--- src/rtl/hsvc_pkg.sv ---
package hsvc_pkg;

  localparam int unsigned NUM_CLASSES          = 3;
  localparam int unsigned CHAN_W               = 8;
  localparam int unsigned BOUND_W              = 24;
  localparam int unsigned DIV_W                = 8;
  localparam int unsigned COUNT_OUT_W          = 18;
  localparam int unsigned CFG_IDX_W            = 3;
  localparam int unsigned QUEUE_DEPTH          = 2;
  localparam int unsigned MAX_FRAME_PIXELS_DEF = 131072;

  // Configuration register indexes
  localparam logic [CFG_IDX_W-1:0] CFG_RED_LO    = 3'd0;
  localparam logic [CFG_IDX_W-1:0] CFG_RED_HI    = 3'd1;
  localparam logic [CFG_IDX_W-1:0] CFG_YELLOW_LO = 3'd2;
  localparam logic [CFG_IDX_W-1:0] CFG_YELLOW_HI = 3'd3;
  localparam logic [CFG_IDX_W-1:0] CFG_GREEN_LO  = 3'd4;
  localparam logic [CFG_IDX_W-1:0] CFG_GREEN_HI  = 3'd5;
  localparam logic [CFG_IDX_W-1:0] CFG_RATIO_DIV = 3'd6;

  // Reset values of the bounds: hue<<16 | sat<<8 | val
  localparam logic [BOUND_W-1:0] RST_RED_LO    = 24'hA57658;
  localparam logic [BOUND_W-1:0] RST_RED_HI    = 24'hB4FFFF;
  localparam logic [BOUND_W-1:0] RST_YELLOW_LO = 24'h0E6B81;
  localparam logic [BOUND_W-1:0] RST_YELLOW_HI = 24'h24BCFF;
  localparam logic [BOUND_W-1:0] RST_GREEN_LO  = 24'h372A24;
  localparam logic [BOUND_W-1:0] RST_GREEN_HI  = 24'h51AC50;
  localparam logic [DIV_W-1:0]   RST_RATIO_DIV = 8'd10;

  typedef enum logic [1:0] {
    CLS_RED     = 2'd0,
    CLS_YELLOW  = 2'd1,
    CLS_GREEN   = 2'd2,
    CLS_UNKNOWN = 2'd3
  } color_class_e;

  // One classified pixel as it travels from front to back
  typedef struct packed {
    logic [NUM_CLASSES-1:0] match;
    logic                   last;
  } pix_item_t;

endpackage

--- src/rtl/hsvc_front.sv ---
module hsvc_front (
  input  logic                                                   in_valid_i,
  output logic                                                   in_ready_o,
  input  logic [hsvc_pkg::CHAN_W-1:0]                            pixel_hue_i,
  input  logic [hsvc_pkg::CHAN_W-1:0]                            pixel_sat_i,
  input  logic [hsvc_pkg::CHAN_W-1:0]                            pixel_val_i,
  input  logic                                                   last_pixel_i,
  input  logic [hsvc_pkg::NUM_CLASSES-1:0][hsvc_pkg::BOUND_W-1:0] bound_lo_i,
  input  logic [hsvc_pkg::NUM_CLASSES-1:0][hsvc_pkg::BOUND_W-1:0] bound_hi_i,
  output logic                                                   push_valid_o,
  input  logic                                                   push_ready_i,
  output hsvc_pkg::pix_item_t                                    push_item_o
);
  import hsvc_pkg::*;

  logic [BOUND_W-1:0] px;

  assign px = {pixel_hue_i, pixel_sat_i, pixel_val_i};

  // Each channel must lie inside [lo, hi]; an inverted range matches nothing
  always_comb begin
    for (int k = 0; k < NUM_CLASSES; k++) begin
      push_item_o.match[k] =
        (px[23:16] >= bound_lo_i[k][23:16]) && (px[23:16] <= bound_hi_i[k][23:16]) &&
        (px[15:8]  >= bound_lo_i[k][15:8])  && (px[15:8]  <= bound_hi_i[k][15:8])  &&
        (px[7:0]   >= bound_lo_i[k][7:0])   && (px[7:0]   <= bound_hi_i[k][7:0]);
    end
    push_item_o.last = last_pixel_i;
  end

  assign in_ready_o   = push_ready_i;
  assign push_valid_o = in_valid_i;

endmodule

--- src/rtl/hsvc_queue.sv ---
module hsvc_queue (
  input  logic                clk_i,
  input  logic                rst_ni,
  input  logic                push_valid_i,
  output logic                push_ready_o,
  input  hsvc_pkg::pix_item_t push_item_i,
  output logic                pop_valid_o,
  input  logic                pop_ready_i,
  output hsvc_pkg::pix_item_t pop_item_o
);
  import hsvc_pkg::*;

  localparam int unsigned PTR_W = $clog2(QUEUE_DEPTH);
  localparam int unsigned CNT_W = $clog2(QUEUE_DEPTH + 1);

  pix_item_t              mem_q [QUEUE_DEPTH];
  logic [PTR_W-1:0]       wr_ptr_q, rd_ptr_q;
  logic [CNT_W-1:0]       fill_q;
  logic                   push, pop;

  assign push_ready_o = (fill_q != CNT_W'(QUEUE_DEPTH));
  assign pop_valid_o  = (fill_q != '0);
  assign push         = push_valid_i && push_ready_o;
  assign pop          = pop_valid_o && pop_ready_i;
  assign pop_item_o   = mem_q[rd_ptr_q];

  always_ff @(posedge clk_i or negedge rst_ni) begin
    if (!rst_ni) begin
      wr_ptr_q <= '0;
      rd_ptr_q <= '0;
      fill_q   <= '0;
    end else begin
      if (push) wr_ptr_q <= wr_ptr_q + PTR_W'(1);
      if (pop)  rd_ptr_q <= rd_ptr_q + PTR_W'(1);
      if (push && !pop)      fill_q <= fill_q + CNT_W'(1);
      else if (pop && !push) fill_q <= fill_q - CNT_W'(1);
    end
  end

  always_ff @(posedge clk_i) begin
    if (push) mem_q[wr_ptr_q] <= push_item_i;
  end

endmodule

--- src/rtl/hsvc_back.sv ---
module hsvc_back #(
  parameter int unsigned MaxFramePixels = hsvc_pkg::MAX_FRAME_PIXELS_DEF
) (
  input  logic                             clk_i,
  input  logic                             rst_ni,
  input  logic                             pop_valid_i,
  output logic                             pop_ready_o,
  input  hsvc_pkg::pix_item_t              pop_item_i,
  input  logic [hsvc_pkg::DIV_W-1:0]       ratio_divisor_i,
  output logic                             out_valid_o,
  input  logic                             out_ready_i,
  output logic [1:0]                       color_class_o,
  output logic [hsvc_pkg::COUNT_OUT_W-1:0] winning_count_o
);
  import hsvc_pkg::*;

  localparam int unsigned CNT_W  = $clog2(MaxFramePixels + 1);
  localparam int unsigned PROD_W = CNT_W + DIV_W;
  localparam logic [CNT_W-1:0] CNT_MAX = CNT_W'(MaxFramePixels);

  // Running counters
  logic [CNT_W-1:0]                  total_q, total_d;
  logic [NUM_CLASSES-1:0][CNT_W-1:0] cnt_q, cnt_d;

  // Stage 1: frame snapshot
  logic                              s1_valid_q;
  logic [CNT_W-1:0]                  s1_total_q;
  logic [NUM_CLASSES-1:0][CNT_W-1:0] s1_cnt_q;

  // Stage 2: ratio products
  logic                               s2_valid_q;
  logic [PROD_W-1:0]                  s2_total_q;
  logic [NUM_CLASSES-1:0][PROD_W-1:0] s2_prod_q;
  logic [NUM_CLASSES-1:0][CNT_W-1:0]  s2_cnt_q;

  // Output register
  logic                     out_valid_q;
  color_class_e             out_class_q, out_class_d;
  logic [COUNT_OUT_W-1:0]   out_count_q, out_count_d;

  logic en_out, en_s2, en_s1, pop;
  logic [CNT_W+COUNT_OUT_W-1:0] win_ext;
  logic [CNT_W-1:0]             win_cnt;

  assign en_out      = !out_valid_q || out_ready_i;
  assign en_s2       = !s2_valid_q || en_out;
  assign en_s1       = !s1_valid_q || en_s2;
  assign pop_ready_o = en_s1;
  assign pop         = pop_valid_i && en_s1;

  // Saturating counts including the popped pixel
  always_comb begin
    total_d = (total_q < CNT_MAX) ? total_q + CNT_W'(1) : CNT_MAX;
    for (int k = 0; k < NUM_CLASSES; k++) begin
      cnt_d[k] = (pop_item_i.match[k] && (cnt_q[k] < CNT_MAX)) ?
                 cnt_q[k] + CNT_W'(1) : cnt_q[k];
    end
  end

  // Pick the first class in priority order that passes the ratio test
  always_comb begin
    out_class_d = CLS_UNKNOWN;
    win_cnt     = '0;
    for (int k = NUM_CLASSES - 1; k >= 0; k--) begin
      if (s2_prod_q[k] > s2_total_q) begin
        out_class_d = color_class_e'(k[1:0]);
        win_cnt     = s2_cnt_q[k];
      end
    end
    win_ext     = (CNT_W + COUNT_OUT_W)'(win_cnt);
    out_count_d = win_ext[COUNT_OUT_W-1:0];
  end

  always_ff @(posedge clk_i or negedge rst_ni) begin
    if (!rst_ni) begin
      total_q     <= '0;
      cnt_q       <= '0;
      s1_valid_q  <= 1'b0;
      s2_valid_q  <= 1'b0;
      out_valid_q <= 1'b0;
    end else begin
      if (pop) begin
        // Clear at frame end; the snapshot carries the final counts
        if (pop_item_i.last) begin
          total_q <= '0;
          cnt_q   <= '0;
        end else begin
          total_q <= total_d;
          cnt_q   <= cnt_d;
        end
      end
      if (en_s1)  s1_valid_q  <= pop && pop_item_i.last;
      if (en_s2)  s2_valid_q  <= s1_valid_q;
      if (en_out) out_valid_q <= s2_valid_q;
    end
  end

  always_ff @(posedge clk_i) begin
    if (en_s1) begin
      s1_total_q <= total_d;
      s1_cnt_q   <= cnt_d;
    end
    if (en_s2) begin
      s2_total_q <= PROD_W'(s1_total_q);
      s2_cnt_q   <= s1_cnt_q;
      for (int k = 0; k < NUM_CLASSES; k++) begin
        s2_prod_q[k] <= PROD_W'(s1_cnt_q[k]) * PROD_W'(ratio_divisor_i);
      end
    end
    if (en_out) begin
      out_class_q <= out_class_d;
      out_count_q <= out_count_d;
    end
  end

  assign out_valid_o     = out_valid_q;
  assign color_class_o   = out_class_q;
  assign winning_count_o = out_count_q;

endmodule

--- src/rtl/hsv_color_range_classifier.sv ---
// HSV color range classifier: counts per-class in-range pixels and reports the winner per frame.
// Throughput: one pixel per cycle, limited by the single counter update; output stalls hold it.
// Result path: last pixel via queue, stage 1 snapshot, stage 2 ratio products, output register.
// Reset: counters clear, bounds and ratio divisor return to their defaults, no result pending.
module hsv_color_range_classifier #(
  parameter int unsigned MAX_FRAME_PIXELS = hsvc_pkg::MAX_FRAME_PIXELS_DEF
) (
  input  logic                             clk_i,
  input  logic                             rst_ni,
  input  logic                             cfg_valid_i,
  output logic                             cfg_ready_o,
  input  logic [hsvc_pkg::CFG_IDX_W-1:0]   cfg_index_i,
  input  logic [hsvc_pkg::BOUND_W-1:0]     cfg_data_i,
  input  logic                             in_valid_i,
  output logic                             in_ready_o,
  input  logic [hsvc_pkg::CHAN_W-1:0]      pixel_hue_i,
  input  logic [hsvc_pkg::CHAN_W-1:0]      pixel_sat_i,
  input  logic [hsvc_pkg::CHAN_W-1:0]      pixel_val_i,
  input  logic                             last_pixel_i,
  output logic                             out_valid_o,
  input  logic                             out_ready_i,
  output logic [1:0]                       color_class_o,
  output logic [hsvc_pkg::COUNT_OUT_W-1:0] winning_count_o
);
  import hsvc_pkg::*;

  logic [NUM_CLASSES-1:0][BOUND_W-1:0] bound_lo_q, bound_hi_q;
  logic [DIV_W-1:0]                    ratio_div_q;

  logic      push_valid, push_ready, pop_valid, pop_ready;
  pix_item_t push_item, pop_item;

  assign cfg_ready_o = 1'b1;

  always_ff @(posedge clk_i or negedge rst_ni) begin
    if (!rst_ni) begin
      bound_lo_q  <= {RST_GREEN_LO, RST_YELLOW_LO, RST_RED_LO};
      bound_hi_q  <= {RST_GREEN_HI, RST_YELLOW_HI, RST_RED_HI};
      ratio_div_q <= RST_RATIO_DIV;
    end else if (cfg_valid_i) begin
      unique case (cfg_index_i)
        CFG_RED_LO:    bound_lo_q[0] <= cfg_data_i;
        CFG_RED_HI:    bound_hi_q[0] <= cfg_data_i;
        CFG_YELLOW_LO: bound_lo_q[1] <= cfg_data_i;
        CFG_YELLOW_HI: bound_hi_q[1] <= cfg_data_i;
        CFG_GREEN_LO:  bound_lo_q[2] <= cfg_data_i;
        CFG_GREEN_HI:  bound_hi_q[2] <= cfg_data_i;
        CFG_RATIO_DIV: ratio_div_q   <= cfg_data_i[DIV_W-1:0];
        default: ; // drop writes to unmapped indexes
      endcase
    end
  end

  hsvc_front u_front (
    .in_valid_i   (in_valid_i),
    .in_ready_o   (in_ready_o),
    .pixel_hue_i  (pixel_hue_i),
    .pixel_sat_i  (pixel_sat_i),
    .pixel_val_i  (pixel_val_i),
    .last_pixel_i (last_pixel_i),
    .bound_lo_i   (bound_lo_q),
    .bound_hi_i   (bound_hi_q),
    .push_valid_o (push_valid),
    .push_ready_i (push_ready),
    .push_item_o  (push_item)
  );

  hsvc_queue u_queue (
    .clk_i        (clk_i),
    .rst_ni       (rst_ni),
    .push_valid_i (push_valid),
    .push_ready_o (push_ready),
    .push_item_i  (push_item),
    .pop_valid_o  (pop_valid),
    .pop_ready_i  (pop_ready),
    .pop_item_o   (pop_item)
  );

  hsvc_back #(
    .MaxFramePixels (MAX_FRAME_PIXELS)
  ) u_back (
    .clk_i           (clk_i),
    .rst_ni          (rst_ni),
    .pop_valid_i     (pop_valid),
    .pop_ready_o     (pop_ready),
    .pop_item_i      (pop_item),
    .ratio_divisor_i (ratio_div_q),
    .out_valid_o     (out_valid_o),
    .out_ready_i     (out_ready_i),
    .color_class_o   (color_class_o),
    .winning_count_o (winning_count_o)
  );

endmodule

--- config.mk ---
export PLATFORM = sky130hd
export DESIGN_NAME = hsv_color_range_classifier
export DESIGN_NICKNAME = d
export VERILOG_FILES = /design/src/rtl/hsvc_pkg.sv /design/src/rtl/hsvc_front.sv /design/src/rtl/hsvc_queue.sv /design/src/rtl/hsvc_back.sv /design/src/rtl/hsv_color_range_classifier.sv
export SDC_FILE = /design/constraint.sdc
export NUM_CORES = 2
export LEC_CHECK = 0
export BUFFER_PORTS_ARGS = -buffer_cell sky130_fd_sc_hd__buf_2
export CORE_UTILIZATION = 55
export CTS_CLUSTER_SIZE = 20
export DETAILED_ROUTE_END_ITERATION = 8
export MAX_ROUTING_LAYER = met4
export PLACE_DENSITY = 0.82
export SLEW_MARGIN = 40
export SYNTH_ARGS = -nofsm -noshare
export SYNTH_HDL_FRONTEND = slang
export SYNTH_HIERARCHICAL = 1
export SYNTH_SLANG_ARGS = --single-unit
--- constraint.sdc ---
create_clock -name clk_i -period 7.4 [get_ports clk_i]
set_input_delay 1.48 -clock clk_i [delete_from_list [all_inputs] [get_ports clk_i]]
set_output_delay 1.48 -clock clk_i [all_outputs]
set_load 0.01 [all_outputs]
# Word level (Yosys, flattened, before mapping)
# Memory sizes are Yosys's and may differ from the RTL's.
# Cells that the tools add are included.
[word_totals]
ramBits = 8
register_bits = 473
inputBits = 57
output_inout_bits = 23
wordCells = 132
n_memories = 1
[memory_table]
columns = ["memory", "words", "width", "read_ports", "rd_clocked_by_memory_dff", "write_ports", "line_no", "source"]
rows = [
  ["u_queue.mem_q", 2, 4, 1, 0, 1, "hsvc_queue.sv:16", "pix_item_t mem_q [QUEUE_DEPTH];"],
]
[op_classes]
n_lt_le_gt_ge = 25
n_eq_ne = 7
mux = 15
reduce_logical = 42
n_addsub = 8
mul = 3
[op_table]
columns = ["cell", "count"]
rows = [
  ["$mux 18", 8],
  ["$gt 26x18->1", 3],
  ["$mul 18x8->26", 3],
  ["$add 18x1->18 const B", 4],
  ["$ge 8x8->1", 9],
  ["$le 8x8->1", 9],
  ["$lt 18x18->1 const B", 4],
  ["$mux 54", 1],
  ["$logic_and 1x1->1", 23],
  ["$reduce_and 2->1", 7],
  ["$eq 3x3->1 const B", 3],
  ["$eq 3x2->1 const B", 2],
  ["$logic_not 1->1", 5],
  ["$mux 1", 4],
  ["$mux 2", 2],
  ["$reduce_bool 2->1", 2],
  ["$eq 3x1->1 const B", 1],
  ["$logic_not 3->1", 1],
  ["$logic_or 1x1->1", 3],
  ["$add 1x1->1 const B", 2],
  ["$add 2x1->2 const B", 1],
  ["$ne 2x2->1 const B", 1],
  ["$reduce_or 2->1", 1],
  ["$sub 2x1->2 const B", 1],
]

# Logic depth before layout (Yosys ltp)
[depth]
depth_word = 8
mapped_depth = 20

# By module
# Netlist, hierarchy kept.
[by_module_without_submodules]
columns = ["module", "n_inst", "area_per_inst_um2", "cells_each"]
rows = [
  ["hsvc_back", 1, 27219.9, 2627],
  ["hsv_color_range_classifier", 1, 5861.9, 332],
  ["hsvc_front", 1, 3452.1, 480],
  ["hsvc_queue", 1, 496.7, 30],
]

# Least setup slack after synthesis
# No wires, ideal clock.
[synth_path]
path_kind = "input to register"
from = "in out_ready_i"
to = "reg u_back/s2_cnt_q[0] (netlist bit) (enable)"
setup_slack_ns = 2.005
setup_time_ns = 1.270
n_path_buf = 0
t_arrival_ns = 4.125
t_required_ns = 6.130
cell_stages = 2
cell_sequence = "nor2b_1 -> nand2_1"
[synth_via]
elab_chain_cells = 2
[synth_lines]
columns = ["element", "line_no", "source"]
rows = [
  ["start: declaration", "hsv_color_range_classifier.sv:21", "input logic out_ready_i,"],
  ["$logic_or 1x1->1", "hsvc_back.sv:45", "assign en_out = !out_valid_q || out_ready_i;"],
  ["$logic_or 1x1->1", "hsvc_back.sv:46", "assign en_s2 = !s2_valid_q || en_out;"],
  ["net u_back.en_s2", "hsvc_back.sv:41", "logic en_out, en_s2, en_s1, pop;"],
  ["end signal: assignment", "hsvc_back.sv:105", "s2_cnt_q <= s1_cnt_q;"],
  ["end: declaration", "hsvc_back.sv:34", "logic [NUM_CLASSES-1:0][CNT_W-1:0] s2_cnt_q;"],
]
# The timed path passes the listed nets, and every way through them passes these cells.
# A chain may end at the register's enable or synchronous reset.

# Worst setup path after layout
[layout_path]
from = "reg ratio_div_q[3]"
to = "reg u_back/s2_prod_q[22] (netlist bit) (data pin)"
[layout_via]
elab_chain_cells = 1
[layout_lines]
columns = ["element", "line_no", "source"]
rows = [
  ["start: declaration", "hsv_color_range_classifier.sv:28", "logic [DIV_W-1:0] ratio_div_q;"],
  ["start signal: assignment", "hsv_color_range_classifier.sv:48", "CFG_RATIO_DIV: ratio_div_q <= cfg_data_i[DIV_W-1:0];"],
  ["$mul 18x8->26", "hsvc_back.sv:107", "s2_prod_q[k] <= PROD_W'(s1_cnt_q[k]) * PROD_W'(ratio_divisor_i);"],
  ["end signal: indexed assignment", "hsvc_back.sv:107", ""],
  ["end: declaration", "hsvc_back.sv:33", "logic [NUM_CLASSES-1:0][PROD_W-1:0] s2_prod_q;"],
]
# Every way passes these cells.

==> results.toml <==
[grt]
grtUsageTotal_pct = 26.2
antenna_found_initial = 2
grt_max_degree = 109
first_global_vias = 26300
grt_pass1_wl_um = 137000
overflow = 0

[pwr]
power.density_nw_per_um2 = 314
leakage_nw = 19.1
seqPwrFrac_pct = 35.9
vdd_ir_drop_max_mv = 0.254
power_mw = 12.6
swShare_pct = 39.3
p_clk_share_pct = 22.0
intPower_mw = 7.65
p_comb_share_pct = 42.1
p_switching_mw = 4.96

[logic_synthesis]
yosysTopAreaCellShare_pct = 20.3
yosys_warnings = 6
syn_nets = 4155
synthMostInstantiatedCell = "inv_1"
async_flop_share_pct = 48.0
synth_area_um2 = 37000
synth_edf_count = 250
avgSynthCellArea_um2 = 10.7
ys_seq_area_share_pct = 36.1
synthTopCellsByCount = "inv_1 (507), and2_1 (371), ha_1 (341), fa_1 (288), edfxtp_1 (250)"
synth_cell_types = 77
synth_top_area_cell = "edfxtp_1"
synth_ff_type = "edfxtp_1"
synthCells = 3469
synth-seq-cells = 481
synth_area_leaders = "edfxtp_1 (20%), fa_1 (16%), ha_1 (12%), dfrtp_1 (10%), and2_1 (6.3%)"

[floorplan]
start_util_pct = 55.9
ioPinCount = 80
fp.dieH_um = 261
die_x_um = 261
dieArea_um2 = 68400
core-area_um2 = 66200
num_rows = 94

[detailed_routing]
wl_um = 83700
antenna_left = 0
drtIter0Drc = 1762
drc = 0
avgViaCountPerCell = 5.73
via_count = 25300
dr.pass1.iters = 5
wire_per_inst_um = 19.0

[clock_tree]
cts_tree = "built"
cts_inserted_buffers = 52
htreeDepth = 2
clk_latency_ns = 0.62
cts_resized = 0
post-cts-setup-buffer-count = 0
postCtsHoldBufs = 0
clk_path_buf_depth = 3
path_clk_slew_ns = 0.06
cts.root.buffer_cell = "clkbuf_16"
clock-sinks = 481

[cells_and_area]
area_growth_pct = 8.45
nNetsFinal = 4192
fin_cells = 4415
nFillCells = 5137
utilization_pct = 60.7
drive_gt1_share_pct = 11.9

[timing]
max_freq_mhz = 168
finClkSkew_ns = 0.0323
slew-limit-headroom_pct = 44.1
drv_slew = 0
setup_violations = 0
fin_hold_ws_ns = 0.420
fin_setup_tns_ns = 0
period_minus_slack_ns = 5.94
fin_crit_sh_pct = 80.3
hold_viol = 0
rsz0062_at_grt = "false"
tightest_slew_ns = 0.838

[status]
status = "finished clean"

[critical_path]
crit_path_max_fanout = 37
crit_path_max_incr_delay_ns = 0.97
endpoint_kind = "register"
crit_top_cell = "fa_1"
cp.required_ns = 7.74
path_cells = "buf_4, and2_1, fa_1, fa_1, fa_1, inv_1, fa_1, inv_1, ha_1, and4_1, and3_1, a21oi_1, a31oi_1, a21oi_1, o211a_1, a311o_1"
startpoint_type = "register"
crit_type = "register to register"
slowest_stage = "dfstp_2"
cp.arrival_ns = 6.28

[place]
hpwl_um = 61000
place_inst = 4315
io_buffers = 78
gp_congestion = 0.917

[hold_path]
min_path_type = "register to register"

[run]
drv_cap = 0
## final timing paths
| check | start | to | slack, ns | cells after the start |
|---|---|---|---|---|
| min in group asynchronous | rst_ni | bound_lo_q[19] | 0.74 | 1 |
| worst max-delay path | ratio_div_q[3] | u_back/s2_prod_q[22] | 1.46 | 16 |
| worst min register to register | u_back/s1_total_q[2] | u_back/s2_total_q[2] | 0.42 | 0 |
| max in group asynchronous | rst_ni | u_back/total_q[17] | 5.36 | 3 |
| worst max register to register | ratio_div_q[3] | u_back/s2_prod_q[22] | 1.46 | 16 |
| worst min-delay path | u_back/s1_total_q[2] | u_back/s2_total_q[2] | 0.42 | 0 |
## power by group through the flow
stage	registers (mW)	clock network (mW)	logic (mW)
finish	4.52	2.77	5.32
global route	4.61	2.92	6.04
CTS	4.51	2.82	5.32
detailed placement	4.55	0	5.24
global placement	4.52	0	5.02
floorplan	4.28	0	3.90
## routing by layer
metal / vias to the layer above / share of wire [%] / wire, µm / global-route usage, %
met4: 0 / 2.9 / 2470 / 8.82
met3: 172 / 5.7 / 4730 / 3.21
met1: 12600 / 41 / 34600 / 32.8
met2: 786 / 50 / 41900 / 44.0
li1: 11700 / - / - / -
met5: - / 0 / 0 / -
## logic make-up (layout without fill, tap and decap cells)
family / Yosys count / count (layout) / synth area share [%]
and+or+nand+nor: 987 / 987 / 14.3
adders and majority gates: 629 / 629 / 27.1
buffers and inverters: 627 / 707 / 6.60
DFF: 481 / 481 / 36.1
AOI/OAI and AO/OA: 457 / 457 / 7.94
muxes: 171 / 171 / 5.16
xor gates and xnor gates: 116 / 116 / 2.74
other: 1 / 3 / 0.0101
## stage by stage
stage,worst slack [ns],area [µm²]
floorplan,2.00,37000
global placement,1.49,38200
detailed placement,1.54,38300
CTS,1.50,40100
global route,1.22,40200
finish,1.46,40200
## flip-flops by register name, summed over array words and instances (netlist names), 8 cells and up
signal / count
u_queue/mem_q: 8
u_back/winning_count_o: 18
u_back/s1_total_q: 18
ratio_div_q: 8
bound_hi_q: 72
u_back/s2_prod_q: 78
u_back/s2_cnt_q: 54
u_back/s1_cnt_q: 54
u_back/total_q: 18
u_back/s2_total_q: 18
bound_lo_q: 72
u_back/cnt_q: 54
## critical path, delay by kind of cell (launching register included)
family	cells	cell delay, ns
buffers and inverters	3	0.44
flip-flops	1	0.97
AO/OA/AOI/OAI	5	1.25
AND/OR/NAND/NOR	3	0.60
adder cells (fa/ha/maj)	5	2.40
## cell usage in the layout (no fill, tap or decap), types with 34 or more instances in the layout
master,n
a21o_1,37
a21oi_1,134
and2_1,370
buf_2,77
clkbuf_16,57
dfrtp_1,149
dfstp_2,77
edfxtp_1,250
fa_1,288
ha_1,341
inv_1,506
mux2_1,34
mux2_2,124
nand2_1,221
nand3_1,60
nand4_1,38
nor2_1,125
nor3_1,41
o21ai_0,92
xnor2_1,75
xor2_1,41
## cell type report
| type | count | area, µm² | area share [%] |
|---|---|---|---|
| Multi-Input combinational cell | 2361 | 21300 | 53.1 |
| Sequential cell | 481 | 13400 | 33.4 |
| Inverter | 507 | 1900 | 4.74 |
| Clock buffer | 67 | 1500 | 3.74 |
| Tap cell | 864 | 1080 | 2.69 |
| Timing Repair Buffer | 103 | 619 | 1.54 |
| Clock inverter | 30 | 345 | 0.860 |
| Antenna cell | 2 | 5.00 | 0.0125 |
(Power assumes the default switching activity.)
